File: src/hdl/trs_ram.sv
// Generic simple dual-port RAM with registered read.
module trs_ram #(
    parameter int WIDTH = 8,
    parameter int DEPTH = 16
) (
    input  logic                     clk,
    input  logic                     wr_en,
    input  logic [$clog2(DEPTH)-1:0] wr_addr,
    input  logic [WIDTH-1:0]         wr_data,
    input  logic [$clog2(DEPTH)-1:0] rd_addr,
    output logic [WIDTH-1:0]         rd_data
);

    logic [WIDTH-1:0] mem [DEPTH];

    always_ff @(posedge clk)
    begin
        if (wr_en)
        begin
            mem[wr_addr] <= wr_data;
        end
        rd_data <= mem[rd_addr];
    end

endmodule

File: config.mk
export PLATFORM = sky130hd
export DESIGN_NAME = trs_ram
export DESIGN_NICKNAME = d
export VERILOG_FILES = /design/src/hdl/trs_ram.sv
export SDC_FILE = /design/constraint.sdc
export NUM_CORES = 1
export LEC_CHECK = 0
export ABC_CLOCK_PERIOD_IN_PS = 2100
export BUFFER_PORTS_ARGS = -buffer_cell sky130_fd_sc_hd__buf_2
export CORE_MARGIN = 3
export CORE_UTILIZATION = 40
export CTS_CLUSTER_DIAMETER = 40
export DETAILED_ROUTE_END_ITERATION = 8
export MAX_ROUTING_LAYER = met4
export SLEW_MARGIN = 20
export SYNTH_ARGS = -nofsm -noshare
export SYNTH_HDL_FRONTEND = slang
export SYNTH_SLANG_ARGS = --single-unit
File: constraint.sdc
create_clock -name clk -period 2.1 [get_ports clk]
set_input_delay 0.105 -clock clk [delete_from_list [all_inputs] [get_ports clk]]
set_output_delay 0.105 -clock clk [all_outputs]
set_load 0.005 [all_outputs]
==> impl_results.rst, run 1 <==
.. list-table::
   :header-rows: 1

   * - Metric
     - Value
   * - Combinational family with the most area after synthesis
     - multiplexers
   * - Clock Sink Count
     - 136
   * - H-Tree Level Count
     - 4
   * - Share of the synthesized area in compound gates (AO/OA/AOI/OAI)
     - 0.0233
   * - Starting Density
     - 0.418
   * - Area enclosed by the die boundary
     - roughly 14,000 sq um
   * - Cell Chain, Critical Path
     - mux4_1, a22oi_1, nand2_1
   * - Count of filler cells inserted in the layout
     - between 1,000 and 1,500
   * - Kind of end point of the critical path
     - flop
   * - Logic gate share of total power
     - 0.042
   * - FP Rows
     - 40
   * - CTS tree
     - built
   * - Share of the clock period used by the worst path
     - 0.658
   * - Kind of critical path
     - reg -> reg
   * - Number of global-route vias before repair
     - ~2,500
   * - Post-placement cell area
     - between 5000 and 6000 sq um
   * - Post-layout instance area
     - 6240 sq um
   * - RSZ-0062 raised after global routing
     - no
   * - Register Area
     - 4000 sq um
   * - Clock network latency to the later pin of the worst-skew pair
     - 0.41 ns
   * - Instance count on the critical path
     - 3
   * - Measured slew at the worst slew-check pin
     - 0.694 ns
   * - Via density per instance
     - approximately 5.1
   * - I/O pins
     - 26
   * - Max rail drop VDD
     - just over 500 uV
   * - Crit-path max cell delay
     - about 0.5 ns
   * - Number of failing setup endpoints in the final timing report
     - 0
   * - Inserted Clock Buffers
     - 17
   * - Number of warning messages in the yosys log
     - 0
   * - Register bit count reported by yosys
     - 136
   * - Outcome
     - finished, final reports clean
   * - Number of antenna-violating nets in the routed design
     - 0
   * - Via count of the routed design
     - about 2,400
   * - Residual DRC
     - 0
   * - Global-route wire length before repair
     - 14.6 mm
   * - Remaining global-route overflow
     - 0
   * - Max FO, Critical Path
     - 1
   * - Final critical path time including I/O delays and setup
     - roughly 1.4 ns
   * - Overall track demand over capacity in global routing
     - 0.149
   * - Slowest library cell on the worst path
     - sky130_fd_sc_hd__mux4_1
   * - Multiplexer area fraction after synthesis
     - 0.150
   * - Area used by multi-input combinational logic
     - between 1000 and 1500 sq um
   * - Pins Over Slew Limit
     - 0
   * - DRC marker count from the first detailed-route iteration
     - roughly 200
   * - First-pass iteration count of the detailed router
     - 4
   * - Aggregate routed wire length
     - slightly above 9 mm
   * - Number of antenna repair diodes
     - 0
   * - Hold path cells
     - 1
   * - Design internal power
     - 5.40 mW
   * - Reg2Reg Depth
     - 3
   * - Weighted congestion at the end of routability-driven global placement
     - between 0.7 and 0.8
   * - Final-report hold violation count
     - 0
   * - Post-Synthesis Mean Instance Area
     - around 22 sq um
   * - Pwr/cell area
     - between 1000 and 1500 nW/um^2
   * - Static Leakage
     - between 2 and 2.5 nW
   * - Root buf cell
     - sky130_fd_sc_hd__clkbuf_16
   * - Sequential area share after synthesis
     - 0.778
   * - X dimension of the die
     - about 120 microns
   * - Proportion of total power due to net switching
     - 0.183
   * - Worst setup slack for register-to-register paths
     - around 0.72 ns
   * - Synthesis-to-finish area growth
     - 21.3%
   * - Pin count of the biggest net entering global routing
     - 33
   * - Max Cap Violations
     - 0
   * - Deepest clock path buffer count
     - 2
   * - Buffers & Inverters on Critical Path
     - 0
   * - Kind of cell with the highest combined delay on the critical path
     - multiplexers
   * - Worst setup SP type
     - flop
   * - Clock group share of total power
     - 0.496
   * - Die boundary height
     - ~120 microns
   * - Overall power after layout
     - ~6.6 mW
   * - Arithmetic-cell share of the synthesized area counting full adders, half adders and majority gates
     - 0
   * - Antenna violations before repair
     - 0
   * - Fraction of layout cells with a size suffix above 1
     - 0.321
   * - Fin nets
     - around 300
   * - Area share of xor/xnor cells in the synthesized design
     - 0
   * - Post-Synthesis Cells
     - 229
   * - Worst endpoint required time
     - about 2.4 ns
   * - Synth Area in Simple Gates
     - 0.0318
   * - Post-synthesis cell type count
     - 19
   * - Half-perimeter wire length of the detailed placement result
     - about 6 mm
   * - Area inside the core boundary
     - about 12,000 sq um
   * - Layout Utilization
     - 0.507
   * - Setup Buffers After CTS
     - 0
   * - Top achievable clock speed
     - around 720 MHz
   * - Slew HR
     - 0.537
   * - Hold WC Path Type
     - in -> reg
   * - Setup Skew
     - roughly 0.0077 ns
   * - Synthesized netlist net count
     - 247
   * - Critical Path AT
     - 1.67 ns
   * - Net switching component of the power
     - 1.20 mW
   * - Hold buffer count at CTS
     - 0
   * - Cell area after synthesis
     - 5150 sq um
   * - Clock Pin Slew Worst Setup and Hold Paths
     - roughly 0.060 ns
   * - Average wire length per cell after detail routing
     - around 20 microns
   * - Portion of total power attributed to sequential cells
     - 0.463
   * - Number of port buffers
     - 25
   * - # resized after CTS
     - 0
   * - Total Neg Setup Slack
     - 0 ns
[sequential cells by signal, indices dropped and copies added, names as in the netlist]
name,flops
mem,128
rd_data,8
[final timing paths]
check / from / endpoint
worst max-delay path: mem[1][5]$_DFFE_PP_ / rd_data[5]$_DFF_P_
worst min register to register: mem[12][5]$_DFFE_PP_ / rd_data[5]$_DFF_P_
worst max register to register: mem[1][5]$_DFFE_PP_ / rd_data[5]$_DFF_P_
worst min-delay path: wr_data[3] / mem[7][3]$_DFFE_PP_
[layout make-up]
type,count,share of cell area
sequential,136,0.641
multi-input combinational,83,0.169
clock buffer,22,0.0775
timing repair buffer,45,0.0481
tap,168,0.0337
clock inverter,10,0.0303
[stage by stage]
| step | hold slack [ns] | instances | setup slack [ns] |
|---|---|---|---|
| 3_5_place_dp | 0.487 | 432 | 0.512 |
| 5_1_grt | 0.0884 | 464 | 0.642 |
| 6_report | 0.0834 | 464 | 0.717 |
| 3_3_place_gp | 0.484 | 432 | 0.504 |
| 2_1_floorplan | 0.204 | 229 | 0.502 |
| 4_1_cts | 0.0728 | 464 | 0.719 |
[Yosys cell counts]
master / n / share of area
sky130_fd_sc_hd__nand2b_1: 2 / 0.0024
sky130_fd_sc_hd__clkdlybuf4s25_2: 3 / 0.0058
sky130_fd_sc_hd__dfxtp_1: 8 / 0.031
sky130_fd_sc_hd__nor3_1: 4 / 0.0039
sky130_fd_sc_hd__buf_6: 3 / 0.0066
sky130_fd_sc_hd__and2_1: 1 / 0.0012
sky130_fd_sc_hd__edfxtp_1: 128 / 0.75
sky130_fd_sc_hd__nand2_1: 9 / 0.0066
sky130_fd_sc_hd__nand3b_1: 2 / 0.0029
sky130_fd_sc_hd__and2b_1: 1 / 0.0015
sky130_fd_sc_hd__mux4_2: 18 / 0.079
sky130_fd_sc_hd__mux4_1: 14 / 0.071
sky130_fd_sc_hd__buf_2: 3 / 0.0029
sky130_fd_sc_hd__nand3_1: 1 / 0.00097
sky130_fd_sc_hd__a22oi_1: 16 / 0.023
sky130_fd_sc_hd__nor2b_1: 1 / 0.0012
sky130_fd_sc_hd__or3b_2: 1 / 0.0017
sky130_fd_sc_hd__buf_4: 1 / 0.0015
sky130_fd_sc_hd__nor2_1: 13 / 0.0095
[kinds of logic after synthesis]
logic type,count (synthesis)
flip-flops,136
multiplexers,32
AND/OR/NAND/NOR,35
AO/OA/AOI/OAI,16
buffers and inverters,10
[power by group through the flow]
stage	logic, mW	clock network (mW)	registers (mW)
floorplan	0.154	0	3.11
global placement	0.278	0	3.11
detailed placement	0.280	0	3.11
CTS	0.282	3.33	3.05
global route	0.300	3.47	3.06
finish	0.275	3.27	3.05
[layout by cell type, fill, tap and decap left out]
master	n
sky130_fd_sc_hd__a22oi_1	16
sky130_fd_sc_hd__and2_1	1
sky130_fd_sc_hd__and2b_1	1
sky130_fd_sc_hd__buf_12	2
sky130_fd_sc_hd__buf_2	25
sky130_fd_sc_hd__buf_4	18
sky130_fd_sc_hd__bufinv_16	5
sky130_fd_sc_hd__clkbuf_1	1
sky130_fd_sc_hd__clkbuf_16	17
sky130_fd_sc_hd__clkbuf_8	4
sky130_fd_sc_hd__clkinv_2	1
sky130_fd_sc_hd__clkinv_4	2
sky130_fd_sc_hd__clkinvlp_4	1
sky130_fd_sc_hd__dfxtp_1	8
sky130_fd_sc_hd__edfxtp_1	128
sky130_fd_sc_hd__inv_6	1
sky130_fd_sc_hd__mux4_1	14
sky130_fd_sc_hd__mux4_2	18
sky130_fd_sc_hd__nand2_1	9
sky130_fd_sc_hd__nand2b_1	2
sky130_fd_sc_hd__nand3_1	1
sky130_fd_sc_hd__nand3b_1	2
sky130_fd_sc_hd__nor2_1	13
sky130_fd_sc_hd__nor2b_1	1
sky130_fd_sc_hd__nor3_1	4
sky130_fd_sc_hd__or3b_2	1
[worst register-to-register path, cell delays in order (launching register included)]
cell                       delay (ns)
sky130_fd_sc_hd__edfxtp_1        0.37
sky130_fd_sc_hd__mux4_1          0.51
sky130_fd_sc_hd__a22oi_1         0.29
sky130_fd_sc_hd__nand2_1         0.09
[metal layers]
| metal | global-route usage | vias to the layer above | wire length (microns) |
|---|---|---|---|
| met5 | - | - | 0 |
| li1 | - | 1087 | - |
| met1 | 0.185 | 1216 | 4100 |
| met2 | 0.232 | 54 | 4720 |
| met4 | 0.0601 | 0 | 146 |
| met3 | 0.0437 | 14 | 378 |
Note: power is estimated with default switching activity, not from simulation.
==> inputs of run 2 (changes only) <==
- ABC_AREA: unset -> 1
- ABC_CLOCK_PERIOD_IN_PS: 2100 -> 1410
- clock period: 2.1 -> 1.41 ns (I/O delays scaled with it)
==> run 2 against run 1 <==
Against the previous run:
- critical path depth is 3 higher
- wire length grew 39%
- cell count rose by 70%
- sequential share of layout area is 5.5 points lower
- utilization shrank 1.9 points
- first-iteration DRC count is 93% higher
- via count rose by 62%
- largest power group unchanged
- highest routed layer unchanged
==> impl_results.rst, run 2 <==
.. list-table::
   :header-rows: 1

   * - Metric
     - Value
   * - I/O pins
     - 26
   * - Post-Synthesis Mean Instance Area
     - around 10 sq um
   * - RSZ-0062 raised after global routing
     - no
   * - Global-route wire length before repair
     - roughly 21 mm
   * - Overall track demand over capacity in global routing
     - 0.179
   * - Weighted congestion at the end of routability-driven global placement
     - 0.812
   * - DRC marker count from the first detailed-route iteration
     - roughly 380
   * - Post-synthesis cell type count
     - 12
   * - Placed insts
     - 756
   * - Proportion of total power due to net switching
     - 0.197
   * - Hold buffer count at CTS
     - 0
   * - Area enclosed by the die boundary
     - 15,900 sq um
   * - Cell with the most instances on the worst path
     - sky130_fd_sc_hd__nand3_1
   * - Post-Synthesis Cells
     - 551
   * - Clock network latency to the later pin of the worst-skew pair
     - between 0.4 and 0.5 ns
   * - Setup Buffers After CTS
     - 0
   * - Measured slew at the worst slew-check pin
     - roughly 0.4 ns
   * - Top achievable clock speed
     - approximately 980 MHz
   * - Remaining global-route overflow
     - 0
   * - Root buf cell
     - sky130_fd_sc_hd__clkbuf_16
   * - Synthesized netlist net count
     - around 570
   * - Largest Register
     - mem
   * - Critical Path AT
     - around 1.3 ns
   * - Number of standard cells in the layout, taps in and fillers out
     - approximately 790
   * - Kind of critical path
     - reg -> reg
   * - Hold WC Path Type
     - in -> reg
   * - Register Area
     - between 4000 and 5000 sq um
   * - Top-area cell type share of the netlist area
     - 0.667
   * - Worst endpoint required time
     - 1.70 ns
   * - Cells taking the most area after synthesis
     - sky130_fd_sc_hd__edfxtp_1 67%, sky130_fd_sc_hd__nand2_1 11%, sky130_fd_sc_hd__nand3_1 8.4%, sky130_fd_sc_hd__inv_1 6.5%, sky130_fd_sc_hd__dfxtp_1 2.8%
   * - Pin count of the biggest net entering global routing
     - 65
   * - Area used by multi-input combinational logic
     - ~1200 sq um
   * - FP Rows
     - between 40 and 50
   * - Average wire length per cell after detail routing
     - approximately 16 microns
   * - Cell Chain, Critical Path
     - inv_1, nand2_1, nand3_1, nand3_1, nand3_1, nand2_1
   * - Clock group share of total power
     - 0.488
   * - Fraction of layout cells with a size suffix above 1
     - 0.125
   * - Portion of total power attributed to sequential cells
     - 0.456
   * - Slowest library cell on the worst path
     - sky130_fd_sc_hd__edfxtp_1
   * - Synthesis-to-finish area growth
     - 18.4%
   * - Kind of cell with the highest combined delay on the critical path
     - simple AND/OR/NAND/NOR gates
   * - Number of failing setup endpoints in the final timing report
     - 0
   * - Yosys top cell by area
     - sky130_fd_sc_hd__edfxtp_1
   * - Pins Over Slew Limit
     - 0
   * - # resized after CTS
     - 0
   * - Residual DRC
     - 0
   * - Via count of the routed design
     - approximately 3,800
   * - Max rail drop VDD
     - just under 800 uV
   * - Area inside the core boundary
     - roughly 14,000 sq um
   * - Crit-path max cell delay
     - roughly 0.35 ns
   * - Sequential area share after synthesis
     - 0.694
   * - Net switching component of the power
     - between 1.5 and 2 mW
   * - Max Cap Violations
     - 0
   * - First-pass iteration count of the detailed router
     - 7
   * - Deepest clock path buffer count
     - 2
   * - Kind of end point of the critical path
     - flop
   * - Number of warning messages in the yosys log
     - 0
   * - Pwr/cell area
     - between 1000 and 1500 nW/um^2
   * - Half-perimeter wire length of the detailed placement result
     - 8.01 mm
   * - Via density per instance
     - 4.87
   * - CTS tree
     - built
   * - H-Tree Level Count
     - 4
   * - Inserted Clock Buffers
     - 17
   * - Number of synthesized flops with an enable pin
     - between 100 and 150
   * - Slew HR
     - 0.727
   * - Clock Pin Slew Worst Setup and Hold Paths
     - around 0.06 ns
   * - Number of port buffers
     - 25
   * - Static Leakage
     - ~3.0 nW
   * - Worst setup slack for register-to-register paths
     - roughly 0.4 ns
   * - Top library cells by usage in the layout, fill and taps aside
     - 173 x sky130_fd_sc_hd__nand2_1, 128 x sky130_fd_sc_hd__edfxtp_1, 100 x sky130_fd_sc_hd__inv_1
   * - Share of the clock period used by the worst path
     - 0.723
   * - Proportion of synthesized flip-flops having asynchronous set or reset
     - 0
   * - Flip-flop count of the largest register, all copies and words added
     - approximately 130
   * - Starting Density
     - 0.412
   * - Registers with the most flip-flops
     - mem (128), rd_data (8)
   * - Worst setup SP type
     - flop
   * - Register bit count reported by yosys
     - roughly 140
   * - Most common library cells after synthesis
     - 173 x sky130_fd_sc_hd__nand2_1, 128 x sky130_fd_sc_hd__edfxtp_1, 100 x sky130_fd_sc_hd__inv_1, 97 x sky130_fd_sc_hd__nand3_1, 17 x sky130_fd_sc_hd__nor2_1
   * - Logic gate share of total power
     - 0.056
   * - Design internal power
     - around 8.0 mW
   * - Cell area after synthesis
     - about 5800 sq um
   * - Setup Skew
     - approximately 0.0075 ns
   * - Die boundary height
     - 126 microns
   * - Total Neg Setup Slack
     - 0 ns
   * - Count of filler cells inserted in the layout
     - between 1,000 and 1,500
   * - Number of antenna-violating nets in the routed design
     - 0
   * - Max FO, Critical Path
     - 1
   * - Most frequently used flop master after synthesis
     - sky130_fd_sc_hd__edfxtp_1
   * - Buffers & Inverters on Critical Path
     - 1
   * - Antenna violations before repair
     - 0
   * - Fin nets
     - slightly above 600
   * - Most instantiated library cell after synthesis
     - sky130_fd_sc_hd__nand2_1
   * - Final critical path time including I/O delays and setup
     - about 1 ns
   * - Aggregate routed wire length
     - between 10 and 15 mm
   * - Outcome
     - finished, final reports clean
   * - X dimension of the die
     - about 130 microns
   * - Number of antenna repair diodes
     - 0
   * - Commonest non-fill, non-tap cell in the layout
     - sky130_fd_sc_hd__nand2_1
   * - Number of global-route vias before repair
     - approximately 3,800
   * - Final-report hold violation count
     - 0
   * - Clock Sink Count
     - 136
## run 2: layout make-up
class | count | area share
multi-input combinational | 289 | 0.178
timing repair buffer | 49 | 0.0521
inverter | 102 | 0.0561
sequential | 136 | 0.587
clock inverter | 9 | 0.0288
clock buffer | 23 | 0.0656
tap | 180 | 0.0330
## run 2: through the flow
stage / cell area [sq um] / hold WS, ns / setup slack, ns / total power, mW / utilization
CTS: 6830 / 0.0265 / 0.366 / 10.0 / 0.488
detailed placement: 6180 / 0.453 / 0.234 / 5.19 / 0.442
floorplan: 5770 / 0.169 / 0.389 / 4.95 / -
finish: 6830 / 0.0454 / 0.390 / 9.98 / 0.488
global placement: 6180 / 0.449 / 0.253 / 5.18 / 0.442
global route: 6830 / 0.0414 / 0.317 / 10.3 / 0.488
## run 2: cells by family (layout without fill, tap and decap cells)
family	after synthesis	count (layout)	synth area share
AND/OR/NAND/NOR	289	289	0.210
flip-flops	136	136	0.694
buffers and inverters	126	183	0.0952
## run 2: power groups by stage
stage	combinational, mW	sequential [mW]	clock (mW)
floorplan	0.319	4.63	0
global placement	0.553	4.63	0
detailed placement	0.559	4.63	0
CTS	0.564	4.55	4.92
global route	0.629	4.56	5.10
finish	0.559	4.55	4.87
## run 2: worst reg2reg max path: cells and delay by family (launching register included)
family	cells	cell delay, ns
DFF	1	0.35
buffers and inverters	1	0.06
and+or+nand+nor	5	0.50
## run 2: worst paths after layout
kind                                           start                 end  cells after the start
worst max-delay path            mem[11][5]$_DFFE_PP_  rd_data[5]$_DFF_P_                      6
worst min-delay path                      rd_addr[3]  rd_data[2]$_DFF_P_                      3
worst max register to register  mem[11][5]$_DFFE_PP_  rd_data[5]$_DFF_P_                      6
worst min register to register  mem[13][1]$_DFFE_PP_  rd_data[1]$_DFF_P_                      6
## run 2: routing by layer
layer	vias up	wire length, microns	GRT usage
met3	29	732	0.0441
met2	125	6260	0.274
met5	-	0	-
met4	0	378	0.0801
met1	1822	5620	0.226
li1	1858	-	-
