## config.mk

```make
export PLATFORM = sky130hd
export DESIGN_NAME = trs_div
export DESIGN_NICKNAME = d
export VERILOG_FILES = /design/src/hdl/trs_pkg.sv /design/src/hdl/trs_div.sv
export SDC_FILE = /design/constraint.sdc
export NUM_CORES = 1
export LEC_CHECK = 0
export BUFFER_PORTS_ARGS = -buffer_cell sky130_fd_sc_hd__buf_2
export CORE_UTILIZATION = 37
export CTS_CLUSTER_SIZE = 12
export DETAILED_ROUTE_END_ITERATION = 10
export PLACE_DENSITY_LB_ADDON = 0.1
export SLEW_MARGIN = 15
export SYNTH_ARGS = -nofsm -noshare
export SYNTH_HDL_FRONTEND = slang
export SYNTH_SLANG_ARGS = --single-unit
```

## constraint.sdc

```tcl
create_clock -name clk -period 3.3 [get_ports clk]
set_input_delay 0.33 -clock clk [delete_from_list [all_inputs] [get_ports clk]]
set_output_delay 0.33 -clock clk [all_outputs]
set_load 0.01 [all_outputs]
```

## src/hdl/trs_pkg.sv

```systemverilog
// Shared constants and types for the transport stream PCR restamper.
package trs_pkg;

    localparam int PID_COUNT    = 8192;
    localparam int PACKET_BYTES = 188;

    localparam int PID_W  = 13;
    localparam int PCR_W  = 42;
    localparam int POS_W  = 48;
    localparam int RATE_W = 30;
    localparam int MODE_W = 2;
    localparam int TICK_W = 28;
    localparam int IDX_W  = $clog2(PID_COUNT);
    localparam int HALF_W = POS_W / 2;
    localparam int PROD_W = HALF_W + TICK_W;
    localparam int DVD_W  = POS_W + TICK_W;
    localparam int CNT_W  = $clog2(DVD_W + 1);

    localparam logic [PID_W-1:0]  NULL_PID       = 13'h1fff;
    localparam logic [TICK_W-1:0] TICKS_PER_BYTE = 28'd216000000;
    localparam logic [PCR_W-1:0]  PCR_WRAP       = 42'd2576980377600;
    localparam logic [RATE_W-1:0] BITRATE_RESET  = 30'd10000000;

    localparam logic REG_STAMP_MODE = 1'b0;
    localparam logic REG_BITRATE    = 1'b1;

    typedef struct packed {
        logic             seen;
        logic [POS_W-1:0] pos;
        logic [PCR_W-1:0] orig;
        logic [PCR_W-1:0] stamp;
    } trs_entry_t;

    typedef struct packed {
        logic busy;
        logic done;
    } trs_div_stat_t;

endpackage

```

## src/hdl/trs_div.sv

```systemverilog
// Bit-serial divider: floor(dividend / divisor) reduced modulo the PCR wrap.
module trs_div (
    input  logic                        clk,
    input  logic                        rst_n,
    input  logic                        start,
    input  logic [trs_pkg::DVD_W-1:0]   dividend,
    input  logic [trs_pkg::RATE_W-1:0]  divisor,
    output logic [trs_pkg::PCR_W-1:0]   quotient,
    output trs_pkg::trs_div_stat_t      stat
);
    import trs_pkg::*;

    logic [CNT_W-1:0]  cnt_reg;
    logic              busy_reg;
    logic              done_reg;
    logic [DVD_W-1:0]  dvd_reg;
    logic [RATE_W-1:0] rem_reg;
    logic [PCR_W-1:0]  q_reg;

    logic [RATE_W-1:0] rate;
    logic [RATE_W:0]   r2;
    logic [RATE_W:0]   r_step;
    logic              ge;
    logic [PCR_W:0]    q2;
    logic [PCR_W:0]    q_step;

    always_comb
    begin
        rate   = (divisor == '0) ? RATE_W'(1) : divisor;
        r2     = {rem_reg, dvd_reg[DVD_W-1]};
        ge     = (r2 >= {1'b0, rate});
        r_step = ge ? (r2 - {1'b0, rate}) : r2;
        q2     = {q_reg, ge};
        q_step = (q2 >= {1'b0, PCR_WRAP}) ? (q2 - {1'b0, PCR_WRAP}) : q2;
    end

    always_ff @(posedge clk or negedge rst_n)
    begin
        if (!rst_n)
        begin
            cnt_reg  <= '0;
            busy_reg <= 1'b0;
            done_reg <= 1'b0;
        end
        else
        begin
            done_reg <= 1'b0;
            if (start)
            begin
                cnt_reg  <= CNT_W'(DVD_W);
                busy_reg <= 1'b1;
            end
            else if (busy_reg)
            begin
                cnt_reg <= cnt_reg - CNT_W'(1);
                if (cnt_reg == CNT_W'(1))
                begin
                    busy_reg <= 1'b0;
                    done_reg <= 1'b1;
                end
            end
        end
    end

    always_ff @(posedge clk)
    begin
        if (start)
        begin
            dvd_reg <= dividend;
            rem_reg <= '0;
            q_reg   <= '0;
        end
        else if (busy_reg)
        begin
            dvd_reg <= {dvd_reg[DVD_W-2:0], 1'b0};
            rem_reg <= r_step[RATE_W-1:0];
            q_reg   <= q_step[PCR_W-1:0];
        end
    end

    assign quotient  = q_reg;
    assign stat.busy = busy_reg;
    assign stat.done = done_reg;

    a_done_after_busy: assert property (@(posedge clk) disable iff (!rst_n)
        done_reg |-> $past(busy_reg))
        else $error("divider done without a running division");

    a_no_start_busy: assert property (@(posedge clk) disable iff (!rst_n)
        busy_reg && cnt_reg != CNT_W'(1) |=> busy_reg)
        else $error("divider stopped early");

    a_rem_below_rate: assert property (@(posedge clk) disable iff (!rst_n)
        busy_reg && !start |=> rem_reg < ((divisor == '0) ? RATE_W'(1) : divisor))
        else $error("divider remainder out of range");

endmodule

```

==> impl_metrics.csv, run 1 <==
group,metric,value,unit
grt,grtUsageTotal,17.5,%
setup_path,regToRegSetupSlack,400,ps
pwr,power_frac_comb,33.9,%
setup_path,path_delay_family,"simple AND/OR/NAND/NOR gates",
logic_synthesis,synth_largest_area_cell,"edfxtp_1",
cells_and_area,ff_latch_area,3950,sq um
pwr,p_int,4.36,mW
setup_path,path_max_fanout,2,
sta,finalSetupTns,0,ps
clock_tree,cts_tree,"built",
logic_synthesis,synthArstFlopShare,5.73,%
place,gp_congestion,0.845,
detailed_routing,wirelength,20700,microns
pwr,p_leak,4.55,nW
setup_path,max_stage_delay,460,ps
cells_and_area,multi_input_area,4240,sq um
logic_synthesis,synth.most_common_cell,"nor2_1",
sta,slew_violations,0,
setup_path,crit_path_frequent_cell,"nor4_1",
detailed_routing,wire_per_inst,15.7,microns
logic_synthesis,synth_top_area_share,25.9,%
setup_path,reg2reg_from,"rem_reg[18]",
clock_tree,cts_sinks,157,
setup_path,worstPathCellList,"buf_2, nor4_1, nand4_1, o21bai_1, ha_1, fa_1, nand2b_1, a211oi_1, o31ai_1, and3b_1, nor4_1, or4_1, a21oi_1, o21ai_0",
grt,antenna_found_initial,4,
setup_path,worstRegToRegCells,9,
run_status,status,"completed",
sta,period_share,88.9,%
cells_and_area,area_delta_synth_final,17.1,%
logic_synthesis,ys_warn_count,0,
clock_tree,cts-buffers-inserted,17,
setup_path,reg2reg_to,"quotient[35]",
logic_synthesis,syn_nets,1014,
logic_synthesis,synth_edf_count,76,
pwr,power.density,657,nW/um^2
clock_tree,cts_buffer_depth,2,
place,dp_cells,1286,
cells_and_area,largest_reg_flops,76,
sta,whs,176,ps
min_path,worstHoldPathCells,2,
detailed_routing,antenna_left,0,
logic_synthesis,syn_inst,871,
die,rows,56,
detailed_routing,firstDrtPassIters,5,
sta,rsz0062_at_grt,"false",
pwr,switching_power,2.43,mW
die,die_w,156,microns
sta,skew,16.7,ps
setup_path,cp-end-kind,"register",
die,start_util,37.7,%
setup_path,criticalPathCategory,"primary input to register",
pwr,worst_ir_drop_vdd,0.258,mV
logic_synthesis,synth.distinct_cells,69,
grt,grt_pass1_vias,6534,
logic_synthesis,yosys-top-cells-count,"nor2_1, edfxtp_1, mux2_2, dfxtp_1, nand2_1",
logic_synthesis,ys_ff_latch,157,
clock_tree,htreeDepth,4,
clock_tree,path_clk_slew,70,ps
clock_tree,cts_setup_buffers,0,
sta,finalHoldViolations,0,
sta,fmax,0.341,GHz
logic_synthesis,avgSynthCellArea,10.1,sq um
sta,max_slew_margin,35.5,%
cells_and_area,fill_cells,2351,
sta,fin_ws,365,ps
cells_and_area,drive_gt1_share,29.7,%
place,dp_hpwl,14300,microns
die,placeableCoreArea,23400,sq um
place,post-place-ws,-76.4,ps
setup_path,crit_buf_inv,1,
setup_path,arrival,3240,ps
detailed_routing,dr.first_iter.drc_count,344,
clock_tree,cts_root_buf,"clkbuf_16",
sta,worst_pin_slew,968,ps
min_path,min-delay-start,"dividend[0]",
pwr,p_clk_share,29.0,%
min_path,whs_endpoint,"dvd_reg[0]",
die,num_io_pins,153,
place,numPortBuffers,152,
detailed_routing,drc,0,
logic_synthesis,syn_area,8820,sq um
setup_path,slowest_stage,"or4_1",
detailed_routing,routed_via_density,5.09,
logic_synthesis,synth-main-ff-cell,"edfxtp_1",
pwr,p_sw_share,35.7,%
detailed_routing,vias,6719,
setup_path,critPathRequiredTime,3610,ps
sta,setup_viol,0,
cells_and_area,final_nets,1130,
logic_synthesis,yosys-top-cells-area,"edfxtp_1, dfxtp_1, mux2_2",
setup_path,start_kind,"primary input",
cells_and_area,fin_util,44.2,%
die,die-height,156,microns
clock_tree,clock_latency,440,ps
pwr,seqPwrFrac,37.0,%
die,dieArea,24500,sq um
run,drv_cap,0,
grt,overflow,0,
cells_and_area,layout.cells.non_filler,1321,
logic_synthesis,yosysSeqAreaShare,44.8,%
grt,grt_pass1_wl,33800,microns
grt,grt_max_degree,161,
sta,fin_crit,2930,ps
min_path,hold_path.class,"primary input to register",
## layer usage
layer / global-route usage, % / share of wire [%] / up-vias
met3: 5.98 / 6.9 / 18
met5: 0 / 0.13 / -
met2: 26.5 / 44 / 146
met1: 23.7 / 48 / 3156
li1: - / - / 3395
met4: 4.67 / 0.78 / 4
## kinds of logic after synthesis
group                    synth area share, %
AND/OR/NAND/NOR                         14.6
AO/OA/AOI/OAI                           12.9
flip-flops                              44.8
buffers and inverters                   7.16
multiplexers                            13.4
adder cells (fa/ha/maj)                 4.91
XOR/XNOR                                2.18
## metrics by stage
| stage | power (mW) | area [sq um] |
|---|---|---|
| 2_1_floorplan | 4.24 | 8820 |
| 3_3_place_gp | 4.86 | 9730 |
| 3_5_place_dp | 4.85 | 9730 |
| 4_1_cts | 6.86 | 10300 |
| 5_1_grt | 7.23 | 10300 |
| 6_report | 6.79 | 10300 |
## cell usage in the layout (no fill, tap or decap), types with 33 or more instances in the layout
cell type	instances
buf_2	151
nor2_1	78
edfxtp_1	76
mux2_2	75
dfxtp_1	72
nand2_1	67
inv_1	47
a21oi_1	37
mux2i_1	34
ha_1	33
## final cells by class
cell class / count / area share, %
clock buffers: 17 / 4.12
inverters: 48 / 1.74
well taps: 319 / 3.86
repair buffers: 173 / 9.34
flip-flops and latches: 157 / 38.2
multi-input cells: 590 / 41.0
diodes: 2 / 0.0484
clock inverters: 15 / 1.60
## what timing repair did
item	CTS	global route
setup endpoints to repair	0	0
gates resized for setup	0	0
hold buffers	1	0
hold endpoints to repair	9	0
## worst max-delay path by stage
| stage | from | end | slack (ps) | cells after the start |
|---|---|---|---|---|
| floorplan | start | dvd_reg[0] | 470 | 4 |
| global placement | divisor[1] | quotient[35] | 20 | 13 |
| detailed placement | divisor[1] | rem_reg[28] | -80 | 14 |
| CTS | divisor[1] | rem_reg[28] | 370 | 14 |
| global route | divisor[1] | rem_reg[28] | 100 | 14 |
| finish | divisor[1] | rem_reg[28] | 370 | 14 |
## power by group through the flow
stage	Sequential [mW]	Clock (mW)	Combinational [mW]
floorplan	2.50	0	1.74
global placement	2.56	0	2.30
detailed placement	2.56	0	2.30
CTS	2.52	2.03	2.31
global route	2.55	2.10	2.57
finish	2.51	1.97	2.30
(Power assumes the default switching activity.)
==> run 2, diff against run 1 <==
--- a/config.mk
+++ b/config.mk
@@ -10,6 +10,7 @@
 export CTS_CLUSTER_SIZE = 12
 export DETAILED_ROUTE_END_ITERATION = 10
 export PLACE_DENSITY_LB_ADDON = 0.1
+export REMOVE_ABC_BUFFERS = 1
 export SLEW_MARGIN = 15
 export SYNTH_ARGS = -nofsm -noshare
 export SYNTH_HDL_FRONTEND = slang
==> run 2 against run 1 <==
Non-clock buffer count grew 4. Core utilization rose by 0.41 points. Sequential share of layout area decreased by 0.35 points. Count of clock-buffer cells in the layout unchanged. Combinational power is 4% higher. Cell count up 0.38%. Largest power group unchanged. Die area stayed put. Routed wire length up 0.21%. Sequential power about the same. Worst hold slack improved by 0.73 ps. Highest routed layer unchanged. Sequential cell count unchanged.
==> impl_metrics.csv, run 2 (same netlist as run 1, synthesis figures left out) <==
group,metric,value,unit
clock_tree,cts-buffers-inserted,17,
setup_path,criticalPathCategory,"register to register",
sta,finalHoldViolations,0,
clock_tree,clock_latency,430,ps
cells_and_area,drive_gt1_share,29.9,%
pwr,power.density,672,nW/um^2
cells_and_area,area_delta_synth_final,18.2,%
die,start_util,37.7,%
detailed_routing,firstDrtPassIters,4,
die,num_io_pins,153,
pwr,p_leak,4.59,nW
setup_path,critPathRequiredTime,3640,ps
detailed_routing,antenna_left,0,
detailed_routing,vias,6749,
clock_tree,cts_root_buf,"clkbuf_16",
setup_path,worstPathCellList,"inv_1, ha_1, fa_1, nand2b_1, a211oi_1, o31ai_1, and3b_1, buf_4, o31ai_1, xor2_1, nand2_1, a311oi_1",
die,placeableCoreArea,23400,sq um
place,gp_congestion,0.816,
setup_path,slowest_stage,"fa_1",
sta,period_share,86.4,%
sta,worst_pin_slew,608,ps
cells_and_area,largest_reg_flops,76,
setup_path,cp-end-kind,"register",
die,dieArea,24500,sq um
run,drv_cap,0,
sta,rsz0062_at_grt,"false",
grt,grt_pass1_vias,6560,
detailed_routing,wire_per_inst,15.6,microns
detailed_routing,dr.first_iter.drc_count,323,
clock_tree,cts_buffer_depth,2,
pwr,power,7.01,mW
clock_tree,cts-resized-gates,0,
min_path,hold_path.class,"primary input to register",
die,die_w,156,microns
setup_path,max_stage_delay,380,ps
place,numPortBuffers,152,
sta,setup_viol,0,
sta,max_slew_margin,59.4,%
run_status,status,"completed",
setup_path,arrival,3190,ps
setup_path,crit_buf_inv,2,
place,dp_hpwl,14700,microns
sta,fin_crit,2850,ps
grt,grt_pass1_wl,34000,microns
setup_path,start_kind,"register",
clock_tree,cts_setup_buffers,0,
cells_and_area,final_common_cell,"buf_2",
sta,fmax,0.351,GHz
cells_and_area,layout.cells.non_filler,1326,
clock_tree,path_clk_slew,80,ps
grt,overflow,0,
detailed_routing,drc,0,
cells_and_area,fill_cells,2351,
clock_tree,cts_tree,"built",
detailed_routing,wirelength,20700,microns
setup_path,path_delay_family,"compound AO/OA/AOI/OAI gates",
grt,antenna_found_initial,6,
clock_tree,cts_sinks,157,
grt,grt_max_degree,100,
cells_and_area,final_nets,1134,
cells_and_area,fin_util,44.6,%
place,dp_cells,1290,
die,rows,56,
clock_tree,htreeDepth,4,
sta,skew,12.8,ps
pwr,worst_ir_drop_vdd,0.395,mV
grt,grtUsageTotal,17.7,%
setup_path,path_max_fanout,2,
die,die-height,156,microns
sta,slew_violations,0,
setup_path,crit_path_frequent_cell,"o31ai_1",
cells_and_area,mostFrequentLayoutCells,"buf_2, nor2_1, edfxtp_1, mux2_2, dfxtp_1",
detailed_routing,routed_via_density,5.09,
==> run 2: cell types whose count changed in the layout (fill, tap and decap cells not counted), sizes merged <==
cell / change
bufinv: +2
buf: +4
diode: +1
clkinvlp: +2
inv: -4
==> run 2: where the power goes <==
group / total, mW / internal [mW] / switching [mW]
Sequential: 2.51 / 2.33 / 0.180
Combinational: 2.39 / 1.08 / 1.31
Clock: 2.10 / 1.16 / 0.942
Total: 7.01 / 4.57 / 2.43
==> run 2: timing repair <==
item	4_1_cts	5_1_grt
endpoints found under the hold margin	9	0
setup endpoints to repair	0	0
hold buffers	1	0
==> run 2: per-stage QoR <==
stage / area [sq um] / setup slack, ps / hold WS (ps) / TNS, ps
detailed placement: 9780 / 41.2 / 199 / 0
floorplan: 8370 / -1810 / 34.4 / -138830
global route: 10400 / 193 / 169 / 0
global placement: 9780 / 85.3 / 199 / 0
CTS: 10400 / 421 / 156 / 0
finish: 10400 / 450 / 177 / 0
==> run 2: routing by layer <==
layer / track usage (%) / wire [microns]
met1: 24.0 / 9930
met2: 26.8 / 9130
met3: 6.12 / 1420
met4: 4.48 / 212
met5: 0 / 32
==> run 2: path summary, 6_finish.rpt <==
kind,cells past startpoint,startpoint,to,slack (ps)
worst max-delay path,12,dvd_reg[75],rem_reg[26],450
worst min-delay path,2,dividend[0],dvd_reg[0],180
worst max register to register,12,dvd_reg[75],rem_reg[26],450
worst min register to register,2,rem_reg[6],rem_reg[7],500
max in group asynchronous,2,rst_n,busy_reg,2820
min in group asynchronous,2,rst_n,cnt_reg[5],280
==> run 2: final cells by class <==
class                           instances  area (sq um)  area share [%]
Sequential cell                       157          3950            37.9
Clock buffer                           17           425            4.08
Multi-Input combinational cell        590          4240            40.7
Clock inverter                         15           201            1.93
Inverter                               48           181            1.74
Antenna cell                            3          7.51          0.0720
Tap cell                              319           399            3.83
Timing Repair Buffer                  177          1020            9.78
==> run 2: worst register-to-register path, delay by kind of cell, from the launching register on <==
| family | cells | cell delay (ps) |
|---|---|---|
| AND/OR/NAND/NOR | 3 | 460 |
| flip-flops | 1 | 350 |
| AO/OA/AOI/OAI | 4 | 1000 |
| buffers and inverters | 2 | 190 |
| adder cells (fa/ha/maj) | 2 | 590 |
| XOR/XNOR | 1 | 180 |
==> run 3, diff against run 2 <==
--- a/config.mk
+++ b/config.mk
@@ -9,6 +9,7 @@
 export CORE_UTILIZATION = 37
 export CTS_CLUSTER_SIZE = 12
 export DETAILED_ROUTE_END_ITERATION = 10
+export GPL_TIMING_DRIVEN = 0
 export PLACE_DENSITY_LB_ADDON = 0.1
 export REMOVE_ABC_BUFFERS = 1
 export SLEW_MARGIN = 15
==> run 3 against run 2 <==
Sequential power barely moved. Critical path type is now primary input to register. Worst hold slack better by 5.0 ps. Largest cell class unchanged. Register-to-register slack worse by 150 ps.
==> impl_metrics.csv, run 3 (same netlist as run 1, synthesis figures left out) <==
group,metric,value,unit
sta,fin_crit,3070,ps
setup_path,start_kind,"primary input",
cells_and_area,final_common_cell,"buf_2",
clock_tree,cts_tree,"built",
sta,fin_ws,231,ps
setup_path,cp-end-kind,"register",
cells_and_area,area_delta_synth_final,17.7,%
die,start_util,37.7,%
place,post-place-ws,-704,ps
setup_path,path_max_fanout,3,
clock_tree,htreeDepth,4,
detailed_routing,vias,6648,
die,die-height,156,microns
clock_tree,cts_root_buf,"clkbuf_16",
cells_and_area,largest_reg_flops,76,
grt,grt_max_degree,84,
detailed_routing,wirelength,20200,microns
die,rows,56,
sta,slew_violations,0,
place,dp_hpwl,14100,microns
die,num_io_pins,153,
pwr,worst_ir_drop_vdd,0.327,mV
run,drv_cap,0,
min_path,hold_path.class,"primary input to register",
clock_tree,cts_buffer_depth,2,
grt,grtUsageTotal,17.1,%
sta,fmax,0.326,GHz
detailed_routing,wire_per_inst,15.4,microns
detailed_routing,dr.first_iter.drc_count,262,
grt,antenna_found_initial,4,
sta,max_slew_margin,31.9,%
clock_tree,clock_latency,430,ps
sta,finalSetupTns,0,ps
die,die_w,156,microns
clock_tree,cts_sinks,157,
place,gp_congestion,0.831,
detailed_routing,firstDrtPassIters,4,
place,numPortBuffers,152,
sta,rsz0062_at_grt,"false",
grt,grt_pass1_vias,6322,
die,placeableCoreArea,23400,sq um
cells_and_area,mostFrequentLayoutCells,"buf_2, nor2_1, edfxtp_1, mux2_2, dfxtp_1",
setup_path,arrival,3370,ps
clock_tree,cts-buffers-inserted,17,
sta,finalHoldViolations,0,
run_status,status,"completed",
grt,grt_pass1_wl,32800,microns
grt,overflow,0,
sta,skew,12.5,ps
cells_and_area,drive_gt1_share,28.9,%
detailed_routing,routed_via_density,5.08,
detailed_routing,antenna_left,0,
pwr,power.density,672,nW/um^2
pwr,p_leak,4.55,nW
detailed_routing,drc,0,
sta,period_share,93.0,%
cells_and_area,fin_area,10400,sq um
die,dieArea,24500,sq um
place,placed_area,9680,sq um
sta,worst_pin_slew,1020,ps
cells_and_area,final_nets,1117,
sta,setup_viol,0,
clock_tree,path_clk_slew,70,ps
setup_path,criticalPathCategory,"primary input to register",
setup_path,critPathRequiredTime,3610,ps
## run 3: changes by cell type in the layout (fill, tap and decap cells not counted), moves of 2 or more
cell        before  now
buf_4           19    2
buf_16           0    4
clkinvlp_4       2    0
buf_12           5    1
bufinv_16        2    4
## run 3: worst paths after layout
| path | start | to | slack [ps] | cells past startpoint |
|---|---|---|---|---|
| max | divisor[15] | rem_reg[28] | 230 | 14 |
| min | dividend[0] | dvd_reg[0] | 180 | 2 |
| max reg2reg | rem_reg[3] | rem_reg[27] | 300 | 10 |
| min reg2reg | rem_reg[28] | rem_reg[28] | 490 | 2 |
| max in group asynchronous | rst_n | busy_reg | 2820 | 2 |
| min in group asynchronous | rst_n | cnt_reg[4] | 280 | 2 |
## run 3: cell type report
| type | count | area [sq um] |
|---|---|---|
| Antenna cell | 2 | 5.00 |
| Clock buffer | 17 | 425 |
| Clock inverter | 15 | 233 |
| Fill cell | 2314 | 13000 |
| Inverter | 48 | 183 |
| Multi-Input combinational cell | 590 | 4260 |
| Sequential cell | 157 | 3950 |
| Tap cell | 319 | 399 |
| Timing Repair Buffer | 160 | 926 |
## run 3: where the power goes
group          internal [mW]  switching [mW]  total [mW]  leakage, nW
sequential              2.33           0.173        2.51         1.49
clock                   1.30           0.896        2.19        0.317
combinational          0.984            1.30        2.28         2.74
## run 3: per-stage QoR
stage,hold WS [ps],utilization [%],cells,total power [mW]
floorplan,34.4,-,795,4.13
global placement,195,40.7,1266,4.74
detailed placement,196,41.4,1271,4.79
CTS,164,44.2,1304,7.02
global route,161,44.3,1306,7.46
finish,182,44.4,1308,6.98
## run 3: worst max-delay path, cell delays in order
cell,delay [ps]
buf_2,110
nor4_1,480
nand4_1,200
o21bai_1,220
ha_1,210
fa_1,190
nand2b_1,150
a211oi_1,110
o31ai_1,300
and3b_1,300
nor4_1,100
or4_1,460
a21oi_1,130
o21ai_0,90
## run 3: metal layers
| metal | vias up | share of wire (%) | global-route usage [%] | wire, microns |
|---|---|---|---|---|
| met5 | - | 0.11 | 0 | 22 |
| met4 | 4 | 0.80 | 4.34 | 162 |
| met3 | 15 | 7.6 | 6.06 | 1530 |
| met2 | 168 | 43 | 25.5 | 8610 |
| met1 | 3100 | 49 | 23.4 | 9850 |
| li1 | 3361 | - | - | - |
## run 3: timing repair
action,4_1_cts,5_1_grt
hold buffers,1,0
gates cloned,0,0
endpoints found under the hold margin,9,0
setup buffers,0,2
endpoints found under the setup margin,26,13
pin swaps,0,1
gates resized for setup,1,2
